$ cat src/hw/rtl/rgbab_pkg.sv
// rgbab_pkg: types, constants and helper functions for the rgb565 alpha blender
// depends on nothing; used by rgbab_front, rgbab_lane, the blender and its checker
`timescale 1ns / 1ps
`default_nettype none
package rgbab_pkg;

	localparam logic [7:0]  OPAQUE_MIN   = 8'd250;
	localparam logic [7:0]  ALPHA_FULL   = 8'd255;
	localparam logic [15:0] ROUND_BIAS   = 16'd127;
	localparam logic [7:0]  RED_KEEP     = 8'hF8;
	localparam logic [7:0]  GREEN_KEEP   = 8'hFC;

	// per-beat mode flags that ride along the pipe
	typedef struct packed {
		logic opaque;
		logic transp;
	} mode_t;

	// floor(c*255/31) = 8c + floor(7c/31); the second term steps at fixed thresholds
	function automatic logic [7:0] expand5(input logic [4:0] c);
		logic [2:0] k;
		k = 3'd0;
		if (c >= 5'd5)  k = 3'd1;
		if (c >= 5'd9)  k = 3'd2;
		if (c >= 5'd14) k = 3'd3;
		if (c >= 5'd18) k = 3'd4;
		if (c >= 5'd23) k = 3'd5;
		if (c >= 5'd27) k = 3'd6;
		if (c >= 5'd31) k = 3'd7;
		return {c, 3'b000} + {5'd0, k};
	endfunction

	// floor(c*255/63) = 4c + floor(c/21)
	function automatic logic [7:0] expand6(input logic [5:0] c);
		logic [1:0] k;
		k = 2'd0;
		if (c >= 6'd21) k = 2'd1;
		if (c >= 6'd42) k = 2'd2;
		if (c >= 6'd63) k = 2'd3;
		return {c, 2'b00} + {6'd0, k};
	endfunction

	// truncate 8-8-8 to 5-6-5
	function automatic logic [15:0] pack565(input logic [7:0] r, input logic [7:0] g,
		input logic [7:0] b);
		logic [7:0] rk;
		logic [7:0] gk;
		rk = r & RED_KEEP;
		gk = g & GREEN_KEEP;
		return {rk[7:3], gk[7:2], b[7:3]};
	endfunction

	// floor(x/255), exact for x below 65280
	function automatic logic [7:0] div255(input logic [15:0] x);
		logic [16:0] t;
		t = {1'b0, x} + {9'd0, x[15:8]} + 17'd1;
		return t[15:8];
	endfunction

endpackage
`default_nettype wire

$ cat src/hw/rtl/rgbab_front.sv
// rgbab_front: first pipe stage, decodes alpha mode and expands the rgb565 destination
// depends on rgbab_pkg
`timescale 1ns / 1ps
`default_nettype none
module rgbab_front import rgbab_pkg::*; #(
	parameter int COORD_BITS = 10
) (
	input  wire logic                  clk,
	input  wire logic                  arst_n,
	input  wire logic                  in_valid,
	input  wire logic [7:0]            src_alpha,
	input  wire logic [7:0]            src_red,
	input  wire logic [7:0]            src_green,
	input  wire logic [7:0]            src_blue,
	input  wire logic [15:0]           dest_pixel,
	input  wire logic [COORD_BITS-1:0] pixel_x,
	input  wire logic [COORD_BITS-1:0] pixel_y,
	output logic                       valid_s1,
	output mode_t                      mode_s1,
	output logic [7:0]                 alpha_s1,
	output logic [7:0]                 inv_alpha_s1,
	output logic [7:0]                 sr_s1,
	output logic [7:0]                 sg_s1,
	output logic [7:0]                 sb_s1,
	output logic [7:0]                 dr_s1,
	output logic [7:0]                 dg_s1,
	output logic [7:0]                 db_s1,
	output logic [15:0]                dest_s1,
	output logic [15:0]                opq_word_s1,
	output logic [COORD_BITS-1:0]      x_s1,
	output logic [COORD_BITS-1:0]      y_s1
);

	always_ff @(posedge clk or negedge arst_n) begin
		if (!arst_n) begin
			valid_s1 <= 1'b0;
		end else begin
			valid_s1 <= in_valid;
		end
	end

	always_ff @(posedge clk) begin
		mode_s1.opaque <= (src_alpha >= OPAQUE_MIN);
		mode_s1.transp <= (src_alpha == 8'd0);
		alpha_s1       <= src_alpha;
		inv_alpha_s1   <= ALPHA_FULL - src_alpha;
		sr_s1          <= src_red;
		sg_s1          <= src_green;
		sb_s1          <= src_blue;
		dr_s1          <= expand5(dest_pixel[15:11]);
		dg_s1          <= expand6(dest_pixel[10:5]);
		db_s1          <= expand5(dest_pixel[4:0]);
		dest_s1        <= dest_pixel;
		opq_word_s1    <= pack565(src_red, src_green, src_blue);
		x_s1           <= pixel_x;
		y_s1           <= pixel_y;
	end

endmodule
`default_nettype wire

$ cat src/hw/rtl/rgbab_lane.sv
// rgbab_lane: one color channel, multiply stage then sum stage, rounded /255 out
// depends on rgbab_pkg
`timescale 1ns / 1ps
`default_nettype none
module rgbab_lane import rgbab_pkg::*; (
	input  wire logic       clk,
	input  wire logic [7:0] src_s1,
	input  wire logic [7:0] dst_s1,
	input  wire logic [7:0] alpha_s1,
	input  wire logic [7:0] inv_alpha_s1,
	output logic [7:0]      mixed
);

	logic [15:0] src_prod_s2;
	logic [15:0] dst_prod_s2;
	logic [15:0] sum_s3;

	// two 8x8 products
	always_ff @(posedge clk) begin
		src_prod_s2 <= src_s1 * alpha_s1;
		dst_prod_s2 <= dst_s1 * inv_alpha_s1;
	end

	// total stays at or below 255*255+127, fits 16 bits
	always_ff @(posedge clk) begin
		sum_s3 <= src_prod_s2 + dst_prod_s2 + ROUND_BIAS;
	end

	assign mixed = div255(sum_s3);

endmodule
`default_nettype wire

$ cat src/hw/rtl/rgb565_alpha_blend_pixel.sv
// rgb565_alpha_blend_pixel: source-over blend of argb8888 onto an rgb565 pixel
// depends on rgbab_pkg, rgbab_front, rgbab_lane
// throughput: one beat per cycle; busy is held low, the pipe never stalls
// the stage count is set by front decode, the 8x8 multiplies, the sum and the /255 + pack
// reset: arst_n clears all valid bits at once; payload registers are not reset
`timescale 1ns / 1ps
`default_nettype none
module rgb565_alpha_blend_pixel import rgbab_pkg::*; #(
	parameter int COORD_BITS = 10
) (
	input  wire logic                  clk,
	input  wire logic                  arst_n,
	// command side
	input  wire logic                  start,
	output logic                       busy,
	input  wire logic [7:0]            src_alpha,
	input  wire logic [7:0]            src_red,
	input  wire logic [7:0]            src_green,
	input  wire logic [7:0]            src_blue,
	input  wire logic [15:0]           dest_pixel,
	input  wire logic [COORD_BITS-1:0] pixel_x,
	input  wire logic [COORD_BITS-1:0] pixel_y,
	// result side, one-cycle strobe
	output logic                       done,
	output logic [15:0]                new_pixel,
	output logic                       write_enable,
	output logic [COORD_BITS-1:0]      write_x,
	output logic [COORD_BITS-1:0]      write_y
);

	// stage 1 outputs
	logic                  valid_s1;
	mode_t                 mode_s1;
	logic [7:0]            alpha_s1;
	logic [7:0]            inv_alpha_s1;
	logic [7:0]            sr_s1;
	logic [7:0]            sg_s1;
	logic [7:0]            sb_s1;
	logic [7:0]            dr_s1;
	logic [7:0]            dg_s1;
	logic [7:0]            db_s1;
	logic [15:0]           dest_s1;
	logic [15:0]           opq_word_s1;
	logic [COORD_BITS-1:0] x_s1;
	logic [COORD_BITS-1:0] y_s1;

	// sideband that rides alongside the lanes
	logic                  valid_s2;
	logic                  valid_s3;
	logic                  valid_s4;
	mode_t                 mode_s2;
	mode_t                 mode_s3;
	logic [15:0]           dest_s2;
	logic [15:0]           dest_s3;
	logic [15:0]           opq_word_s2;
	logic [15:0]           opq_word_s3;
	logic [COORD_BITS-1:0] x_s2;
	logic [COORD_BITS-1:0] x_s3;
	logic [COORD_BITS-1:0] x_s4;
	logic [COORD_BITS-1:0] y_s2;
	logic [COORD_BITS-1:0] y_s3;
	logic [COORD_BITS-1:0] y_s4;
	logic [15:0]           word_s4;
	logic                  we_s4;

	// blended channels, valid alongside stage 3
	logic [7:0] mix_r;
	logic [7:0] mix_g;
	logic [7:0] mix_b;

	// every stage advances each cycle, so a new beat is always welcome
	assign busy = 1'b0;

	rgbab_front #(
		.COORD_BITS(COORD_BITS)
	) u_front (
		.clk          (clk),
		.arst_n       (arst_n),
		.in_valid     (start),
		.src_alpha    (src_alpha),
		.src_red      (src_red),
		.src_green    (src_green),
		.src_blue     (src_blue),
		.dest_pixel   (dest_pixel),
		.pixel_x      (pixel_x),
		.pixel_y      (pixel_y),
		.valid_s1     (valid_s1),
		.mode_s1      (mode_s1),
		.alpha_s1     (alpha_s1),
		.inv_alpha_s1 (inv_alpha_s1),
		.sr_s1        (sr_s1),
		.sg_s1        (sg_s1),
		.sb_s1        (sb_s1),
		.dr_s1        (dr_s1),
		.dg_s1        (dg_s1),
		.db_s1        (db_s1),
		.dest_s1      (dest_s1),
		.opq_word_s1  (opq_word_s1),
		.x_s1         (x_s1),
		.y_s1         (y_s1)
	);

	// one lane per color channel, two register stages each
	rgbab_lane u_lane_r (
		.clk          (clk),
		.src_s1       (sr_s1),
		.dst_s1       (dr_s1),
		.alpha_s1     (alpha_s1),
		.inv_alpha_s1 (inv_alpha_s1),
		.mixed        (mix_r)
	);

	rgbab_lane u_lane_g (
		.clk          (clk),
		.src_s1       (sg_s1),
		.dst_s1       (dg_s1),
		.alpha_s1     (alpha_s1),
		.inv_alpha_s1 (inv_alpha_s1),
		.mixed        (mix_g)
	);

	rgbab_lane u_lane_b (
		.clk          (clk),
		.src_s1       (sb_s1),
		.dst_s1       (db_s1),
		.alpha_s1     (alpha_s1),
		.inv_alpha_s1 (inv_alpha_s1),
		.mixed        (mix_b)
	);

	// valid bits
	always_ff @(posedge clk or negedge arst_n) begin
		if (!arst_n) begin
			valid_s2 <= 1'b0;
			valid_s3 <= 1'b0;
			valid_s4 <= 1'b0;
		end else begin
			valid_s2 <= valid_s1;
			valid_s3 <= valid_s2;
			valid_s4 <= valid_s3;
		end
	end

	// sideband payload, no reset needed
	always_ff @(posedge clk) begin
		mode_s2     <= mode_s1;
		mode_s3     <= mode_s2;
		dest_s2     <= dest_s1;
		dest_s3     <= dest_s2;
		opq_word_s2 <= opq_word_s1;
		opq_word_s3 <= opq_word_s2;
		x_s2        <= x_s1;
		x_s3        <= x_s2;
		x_s4        <= x_s3;
		y_s2        <= y_s1;
		y_s3        <= y_s2;
		y_s4        <= y_s3;
	end

	// output stage: pick opaque copy, untouched destination, or the blend
	always_ff @(posedge clk) begin
		if (mode_s3.opaque) begin
			word_s4 <= opq_word_s3;
			we_s4   <= 1'b1;
		end else if (mode_s3.transp) begin
			word_s4 <= dest_s3;
			we_s4   <= 1'b0;
		end else begin
			word_s4 <= pack565(mix_r, mix_g, mix_b);
			we_s4   <= 1'b1;
		end
	end

	assign done         = valid_s4;
	assign new_pixel    = word_s4;
	assign write_enable = we_s4;
	assign write_x      = x_s4;
	assign write_y      = y_s4;

endmodule
`default_nettype wire

$ cat config.mk
export PLATFORM = sky130hd
export DESIGN_NAME = rgb565_alpha_blend_pixel
export DESIGN_NICKNAME = d
export VERILOG_FILES = /design/src/hw/rtl/rgbab_pkg.sv /design/src/hw/rtl/rgbab_front.sv /design/src/hw/rtl/rgbab_lane.sv /design/src/hw/rtl/rgb565_alpha_blend_pixel.sv
export SDC_FILE = /design/constraint.sdc
export NUM_CORES = 1
export LEC_CHECK = 0
export BUFFER_PORTS_ARGS = -buffer_cell sky130_fd_sc_hd__buf_2
export CAP_MARGIN = 20
export CORE_MARGIN = 2
export CORE_UTILIZATION = 45
export CTS_BUF_LIST = sky130_fd_sc_hd__clkbuf_2 sky130_fd_sc_hd__clkbuf_4 sky130_fd_sc_hd__clkbuf_8
export DETAILED_ROUTE_END_ITERATION = 8
export GPL_ROUTABILITY_DRIVEN = 0
export GPL_TIMING_DRIVEN = 0
export PLACE_DENSITY = 0.61
export SLEW_MARGIN = 25
export SYNTH_ARGS = -nofsm -noshare
export SYNTH_HDL_FRONTEND = slang
export SYNTH_HIERARCHICAL = 1
export SYNTH_SLANG_ARGS = --single-unit
$ cat constraint.sdc
create_clock -name clk -period 4.9 [get_ports clk]
set_input_delay 0.49 -clock clk [delete_from_list [all_inputs] [get_ports clk]]
set_output_delay 0.49 -clock clk [all_outputs]
set_load 0.05 [all_outputs]
=== Yosys cells after proc, flatten, opt, wreduce, memory -nomap -nowiden ===
Index checks and enable logic that the tools add are counted.

* Logic and storage cells: 104
* Flip-flop bits (word level): 411

* Multiplexer cells: 20
* $mul: 6
* Add/sub/neg operators: 16
* Reduce and logical (&&, ||, !) cells: 1
* $lt $le $gt $ge: 18

{| class="wikitable"
|+ Operators with widths
! operator !! number
|-
| multiplier 8 x 8 -> 16 bit || 6
|-
| adder 16 x 1 -> 16 bit (second input constant) || 3
|-
| adder 16 bit || 3
|-
| adder 16 x 7 -> 16 bit (second input constant) || 3
|-
| adder 16 x 8 -> 16 bit || 3
|-
| >= comparator 5 bit (second input constant) || 8
|-
| 2-to-1 mux 16 bit || 2
|-
| 2-to-1 mux 3 bit || 10
|-
| >= comparator 5 x 4 -> 1 bit (second input constant) || 4
|-
| adder 8 x 3 -> 8 bit || 2
|-
| >= comparator 6 bit (second input constant) || 2
|-
| >= comparator 5 x 3 -> 1 bit (second input constant) || 2
|-
| adder 8 x 2 -> 8 bit || 1
|-
| >= comparator 8 bit (second input constant) || 1
|-
| zero test 8 bit || 1
|-
| 2-to-1 mux 2 bit || 4
|-
| subtractor 8 bit (first input constant) || 1
|-
| >= comparator 6 x 5 -> 1 bit (second input constant) || 1
|-
| 2-to-1 mux 1 bit || 4
|}

=== Depth between registers and ports, before layout ===
Gate-level depths: netlist of the first run.

* Depth after elaboration: 9
* Mapped depth: 16
* Depth with buffers taken out: 16

=== Modules after synthesis ===
The synthesis of the first run kept the hierarchy.

{| class="wikitable"
|+ Modules (own cells, without submodules)
! module !! sequential area each (sq um) !! cells an instance !! area an instance (sq um) !! instances
|-
| rgbab_lane at u_lane_b || 960.9 || 731 || 6,547.5 || 1
|-
| rgbab_lane at u_lane_r || 960.9 || 705 || 6,357.3 || 1
|-
| rgbab_lane at u_lane_g || 960.9 || 692 || 6,324.8 || 1
|-
| rgb565_alpha_blend_pixel || 2,977.9 || 204 || 3,340.7 || 1
|-
| rgbab_front || 1,746.7 || 166 || 2,258.4 || 1
|}

=== Worst setup path after synthesis of the first run ===
OpenSTA, ideal clock, no wires.

* Kind: register to register
* From: register u_front.alpha_s1[7]
* To: register u_lane_g.src_prod_s2[13]
* Data required time: 4.777 ns
* Cell stages (with the launch flop): 15
* Clock period less this slack: 4.368 ns
* Arrival: 4.245 ns
* Setup time: 0.123 ns
* Path slack: 0.532 ns
* Buffers on the path: 0
* Cell sequence: dfxtp_1 > nand2_1 > fa_1 > fa_1 > inv_1 > fa_1 > inv_1 > fa_1 > inv_1 > ha_1 > o21ai_0 > a211oi_1 > a2111oi_2 > a21oi_1 > xor2_1

* Word-level cells in the longest chain between the ends: 1

{| class="wikitable"
|+ Ends and longest elaborated chain
! item !! line !! source
|-
| start: declaration || rgbab_front.sv:20 || <nowiki>output logic [7:0] alpha_s1,</nowiki>
|-
| start signal: assignment || rgbab_front.sv:45 || <nowiki>alpha_s1 <= src_alpha;</nowiki>
|-
| multiplier 8 x 8 -> 16 bit || rgbab_lane.sv:20 || <nowiki>src_prod_s2 <= src_s1 * alpha_s1;</nowiki>
|-
| end signal: assignment || rgbab_lane.sv:20 ||
|-
| end: declaration || rgbab_lane.sv:14 || <nowiki>logic [15:0] src_prod_s2;</nowiki>
|}

No other way between the ends.
A chain may end at the register's enable or synchronous reset.

=== Worst setup path in the final report of the first run ===
Same ends and word-level chain as after synthesis.

==> results.json, run 1 <==
{
  "io_pins": 110,
  "detail_route.wl_per_cell_um": 15.2,
  "syn_to_final_growth_pct": 14.5,
  "vdd_drop_max_uv": 292,
  "grtUsageTotal_pct": 19.3,
  "worst_slew_pin_slew_ns": 1.03,
  "globalRouteOverflowTotal": 0,
  "nets": 3346,
  "drive_above_1_share_pct": 10.8,
  "yosys_warnings": 6,
  "rsz0062_at_grt": "no",
  "dieArea_mm2": 0.0569,
  "grt.met1_usage_pct": 26.1,
  "die_w_um": 238,
  "crit_path_end_kind": "flop",
  "drt_first_pass_iters": 5,
  "vias": 17400,
  "clk_path_buf_depth": 3,
  "finalCritPeriodShare_pct": 94.1,
  "synth_fp_nets": 3099,
  "clk_pin_slew_worst_paths_ns": 0.06,
  "leakage_nw": 13.9,
  "rows": 85,
  "grt_max_degree": 25,
  "core-area_mm2": 0.0541,
  "start_kind": "flop",
  "place_ws_ns": -0.287,
  "fin_skew_ns": 0.0310,
  "status": "complete, no violations",
  "cp_max_fo": 24,
  "antenna_left": 0,
  "grt_pass1_wl_um": 88100,
  "wl_um": 52700,
  "hold_class": "in2async",
  "post_dp_cell_area_mm2": 0.0262,
  "drv_slew": 0,
  "via_per_inst": 5.00,
  "start_util_pct": 45.7,
  "max_cap_viol_count": 0,
  "final_area_mm2": 0.0283,
  "htreeDepth": 3,
  "post-cts-setup-buffers": 0,
  "root_buffer": "clkbuf_8",
  "portBuffers": 108,
  "p_per_area_mw_per_mm2": 577,
  "period_needed_ns": 4.61,
  "synth_area_per_cell_um2": 9.96,
  "first_global_vias": 18100,
  "worstSetupPathType": "reg2reg",
  "grtUsageMet3_pct": 3.33,
  "grt_antenna_before_repair": 2,
  "setup_viol": 0,
  "syn_area_mm2": 0.0247,
  "cts_sinks": 379,
  "cp.arrival_ns": 5.14,
  "max_freq_ghz": 0.217,
  "hpwl_um": 40100,
  "fin_ws_ns": 0.287,
  "p_total_mw": 16.3,
  "slew_headroom_pct": 31.4,
  "grt_use_met2_pct": 31.5,
  "die_h_um": 238,
  "synthCells": 2485,
  "numCtsBuffers": 67,
  "cp.required_ns": 5.43,
  "drtIter0Drc": 770,
  "cts_tree": "built",
  "insertion_delay_ns": 0.66,
  "gr-max-usage-layer": "met2",
  "drc": 0,
  "hold_viol": 0
}
[cells in the final DEF, fill, tap and decap left out, drive strengths merged, types with 5 or more instances in the layout]
cell,count
inv,418
dfxtp,375
ha,324
and2,304
fa,219
buf,145
nand2,143
clkbuf,93
o21ai,90
nor2,84
xnor2,78
dlygate4sd3,70
a21oi,70
a21o,27
nor3,25
a211oi,24
xor2,23
mux2i,18
o21a,18
nand3,18
clkinv,18
nor2b,15
and3,13
o211ai,12
nand4,10
a31oi,10
nand2b,9
o21bai,9
o31a,8
a311oi,7
o31ai,7
nor4,6
or2,6
o2111ai,5
o311ai,5
a2111oi,5
[registers in the layout, summed over array words and instances (netlist names), 15 cells and up]
name,cells
u_lane_r/src_prod_s2,16
u_lane_b/dst_prod_s2,16
u_lane_r/sum_s3,16
u_lane_g/dst_prod_s2,16
dest_s3,16
u_front/opq_word_s1,16
opq_word_s3,16
u_lane_g/sum_s3,16
u_lane_b/src_prod_s2,16
new_pixel,16
u_front/dest_s1,15
u_lane_g/src_prod_s2,16
opq_word_s2,16
u_lane_b/sum_s3,16
u_lane_r/dst_prod_s2,16
dest_s2,16
[critical path, stage by stage, from the launching register on]
cell	delay, ns
dfxtp_4	0.53
nand2_1	0.13
fa_1	0.52
fa_1	0.55
inv_1	0.05
fa_1	0.54
inv_1	0.06
fa_1	0.53
inv_1	0.04
ha_1	0.32
o21ai_0	0.34
a211oi_1	0.11
a2111oi_2	0.46
a21oi_1	0.14
xor2_1	0.18
[path summary, 6_finish.rpt]
kind	slack, ns	cells past startpoint	endpoint	start
max	0.29	14	u_lane_g/src_prod_s2[13]$_DFF_P_	u_front/alpha_s1[7]$_DFF_P_
min	0.17	2	u_front/valid_s1$_DFF_PN0_	arst_n
max reg2reg	0.29	14	u_lane_g/src_prod_s2[13]$_DFF_P_	u_front/alpha_s1[7]$_DFF_P_
min reg2reg	0.32	0	mode_s2[0]$_DFF_P_	u_front/mode_s1[0]$_DFF_P_
max in group asynchronous	4.61	2	valid_s3$_DFF_PN0_	arst_n
min in group clk	0.32	0	mode_s2[0]$_DFF_P_	u_front/mode_s1[0]$_DFF_P_
[repair_timing]
item / CTS / global route
endpoints found under the setup margin: 14 / 3
hold endpoints to repair: 75 / 0
cloned: 0 / 0
hold buffers: 70 / 0
resized for setup: 11 / 12
[report_power, final]
part | internal, mW | switching [mW]
clock | 1.75 | 1.33
combinational | 3.88 | 5.07
sequential | 3.90 | 0.409
total | 9.53 | 6.80
[stage by stage]
stage / TNS [ns] / util, % / hold slack [ns] / instances
2_1_floorplan: 0 / - / 0.194 / 2485
3_3_place_gp: -0.540 / 48.3 / 0.293 / 3289
3_5_place_dp: -2.00 / 48.3 / 0.297 / 3289
4_1_cts: 0 / 52.3 / 0.0919 / 3473
5_1_grt: 0 / 52.3 / 0.152 / 3474
6_report: 0 / 52.3 / 0.174 / 3474
[area by class of cell]
type | count | area [µm²]
clock buffers | 89 | 1140
multi-input cells | 1649 | 15300
fillers | 4906 | 25800
plain buffers | 41 | 304
diodes | 1 | 2.50
well taps | 696 | 871
flip-flops and latches | 379 | 7650
repair buffers | 178 | 1240
inverters | 416 | 1560
clock inverters | 25 | 283
[per-layer routing]
metal | share of wire [%] | up-vias
met2 | 46 | 307
met4 | 2.4 | 0
met5 | 0 | -
met3 | 3.4 | 80
li1 | - | 8528
met1 | 48 | 8467
Note: power is estimated with default switching activity, not from simulation.
==> run 2, diff against run 1 <==
- REMOVE_ABC_BUFFERS: not set -> 1
==> run 2 against run 1 <==
  * Critical path depth unchanged
  * Register-to-register slack improved by 0.02 ns
  * Die area unchanged
  * Cell count decreased by 1.1%
  * Critical endpoint unchanged
  * Largest power group unchanged
  * Highest routed layer unchanged
==> results.json, run 2 (synthesized netlist as in run 1, its figures left out) <==
{
  "fin_ws_ns": 0.306,
  "p_total_mw": 16.5,
  "cp.arrival_ns": 5.13,
  "antenna_left": 0,
  "clk_pin_slew_worst_paths_ns": 0.06,
  "post_dp_cell_area_mm2": 0.0259,
  "vias": 17100,
  "die_h_um": 238,
  "numCtsBuffers": 61,
  "via_per_inst": 4.98,
  "p_per_area_mw_per_mm2": 585,
  "clk_path_buf_depth": 3,
  "slew_headroom_pct": 37.6,
  "drt_first_pass_iters": 5,
  "period_needed_ns": 4.59,
  "setup_viol": 0,
  "setup_tns_ns": 0,
  "layout_common_cells": "inv_1, dfxtp_1, ha_1, and2_1, fa_1",
  "rsz0062_at_grt": "no",
  "rows": 85,
  "final_common_cell": "inv_1",
  "first_global_vias": 18200,
  "leakage_nw": 13.7,
  "drtIter0Drc": 639,
  "syn_to_final_growth_pct": 13.7,
  "cp_max_fo": 9,
  "dp.cells": 3249,
  "fin_skew_ns": 0.0365,
  "rr_worst_depth": 14,
  "wl_um": 52500,
  "cp.required_ns": 5.44,
  "worstSetupPathType": "reg2reg",
  "cts_tree": "built",
  "start_kind": "flop",
  "drc": 0,
  "portBuffers": 108,
  "finalCritPeriodShare_pct": 93.7,
  "fin_cells": 3435,
  "cts_sinks": 379,
  "drv_slew": 0,
  "final_area_mm2": 0.0281,
  "status": "complete, no violations",
  "vdd_drop_max_uv": 542,
  "hpwl_um": 39300,
  "drive_above_1_share_pct": 9.82,
  "crit_path_end_kind": "flop",
  "die_w_um": 238,
  "hold_class": "in2async",
  "place_ws_ns": -0.210,
  "root_buffer": "clkbuf_8",
  "grt_antenna_before_repair": 1,
  "worst_slew_pin_slew_ns": 0.935,
  "dieArea_mm2": 0.0569,
  "start_util_pct": 45.7,
  "nets": 3300,
  "grt_pass1_wl_um": 88000,
  "htreeDepth": 2,
  "grtUsageTotal_pct": 19.1,
  "fillers": 4872,
  "hold_viol": 0,
  "core-area_mm2": 0.0541,
  "max_freq_ghz": 0.218,
  "max_cap_viol_count": 0,
  "globalRouteOverflowTotal": 0,
  "io_pins": 110,
  "insertion_delay_ns": 0.69,
  "grt_max_degree": 25,
  "detail_route.wl_per_cell_um": 15.3
}
[run 2: cell types whose count changed in the layout (fill, tap and decap cells not counted), sizes merged]
cell	delta
clkbuf	-5
inv	-1
bufinv	+2
clkinvlp	+4
clkinv	-3
buf	-36
[run 2: timing repair]
item	4_1_cts	5_1_grt
endpoints found under the setup margin	8	16
endpoints found under the hold margin	77	0
cloned	0	0
hold buffers	70	0
gates resized for setup	6	15
buffers inserted	0	0
pin swaps	0	0
[run 2: worst paths after layout]
check,slack [ns],startpoint,endpoint
worst max-delay path,0.31,u_front/opq_word_s1[6]$_DFF_P_,u_lane_g/src_prod_s2[13]$_DFF_P_
min in group clk,0.30,opq_word_s2[8]$_DFF_P_,opq_word_s3[8]$_DFF_P_
worst min-delay path,0.16,arst_n,u_front/valid_s1$_DFF_PN0_
worst max register to register,0.31,u_front/opq_word_s1[6]$_DFF_P_,u_lane_g/src_prod_s2[13]$_DFF_P_
worst min register to register,0.30,opq_word_s2[8]$_DFF_P_,opq_word_s3[8]$_DFF_P_
max in group asynchronous,4.62,arst_n,valid_s2$_DFF_PN0_
[run 2: per-layer routing]
metal | part of all wire, % | vias to the layer above | routed length, µm | global-route usage, %
li1 | - | 8451 | - | -
met1 | 45 | 8242 | 23500 | 23.7
met2 | 48 | 307 | 25200 | 33.1
met3 | 3.9 | 102 | 2070 | 3.31
met4 | 3.2 | 0 | 1670 | 7.16
met5 | 0 | - | 0 | 0
[run 2: through the flow]
step / util (%) / hold slack (ns)
after floorplan: - / 0.194
after global placement: 47.7 / 0.290
after detailed placement: 47.8 / 0.296
after CTS: 51.9 / 0.0762
after global routing: 52.0 / 0.120
final: 52.0 / 0.160
[run 2: critical path: stages (launching register included)]
cell       delay, ns
dfxtp_1         0.61
nand2_1         0.15
fa_1            0.52
fa_1            0.49
inv_1           0.06
fa_1            0.54
inv_1           0.06
fa_1            0.52
inv_1           0.04
ha_1            0.33
o21ai_0         0.30
a211oi_1        0.11
a2111oi_2       0.44
a21oi_1         0.14
xor2_1          0.16
[run 2: power breakdown]
group          internal, mW  total (mW)  switching [mW]
Sequential             3.90        4.34           0.437
Clock                  1.88        3.22            1.34
Combinational          3.88        8.90            5.02
[run 2: area by class of cell]
class | instances | area (µm²) | share of cell area (%)
diodes | 1 | 2.50 | 0.00889
clock buffers | 88 | 1170 | 4.15
clock inverters | 27 | 347 | 1.23
inverters | 416 | 1560 | 5.55
multi-input cells | 1649 | 15300 | 54.2
flip-flops and latches | 379 | 7660 | 27.2
well taps | 696 | 871 | 3.09
repair buffers | 179 | 1270 | 4.51
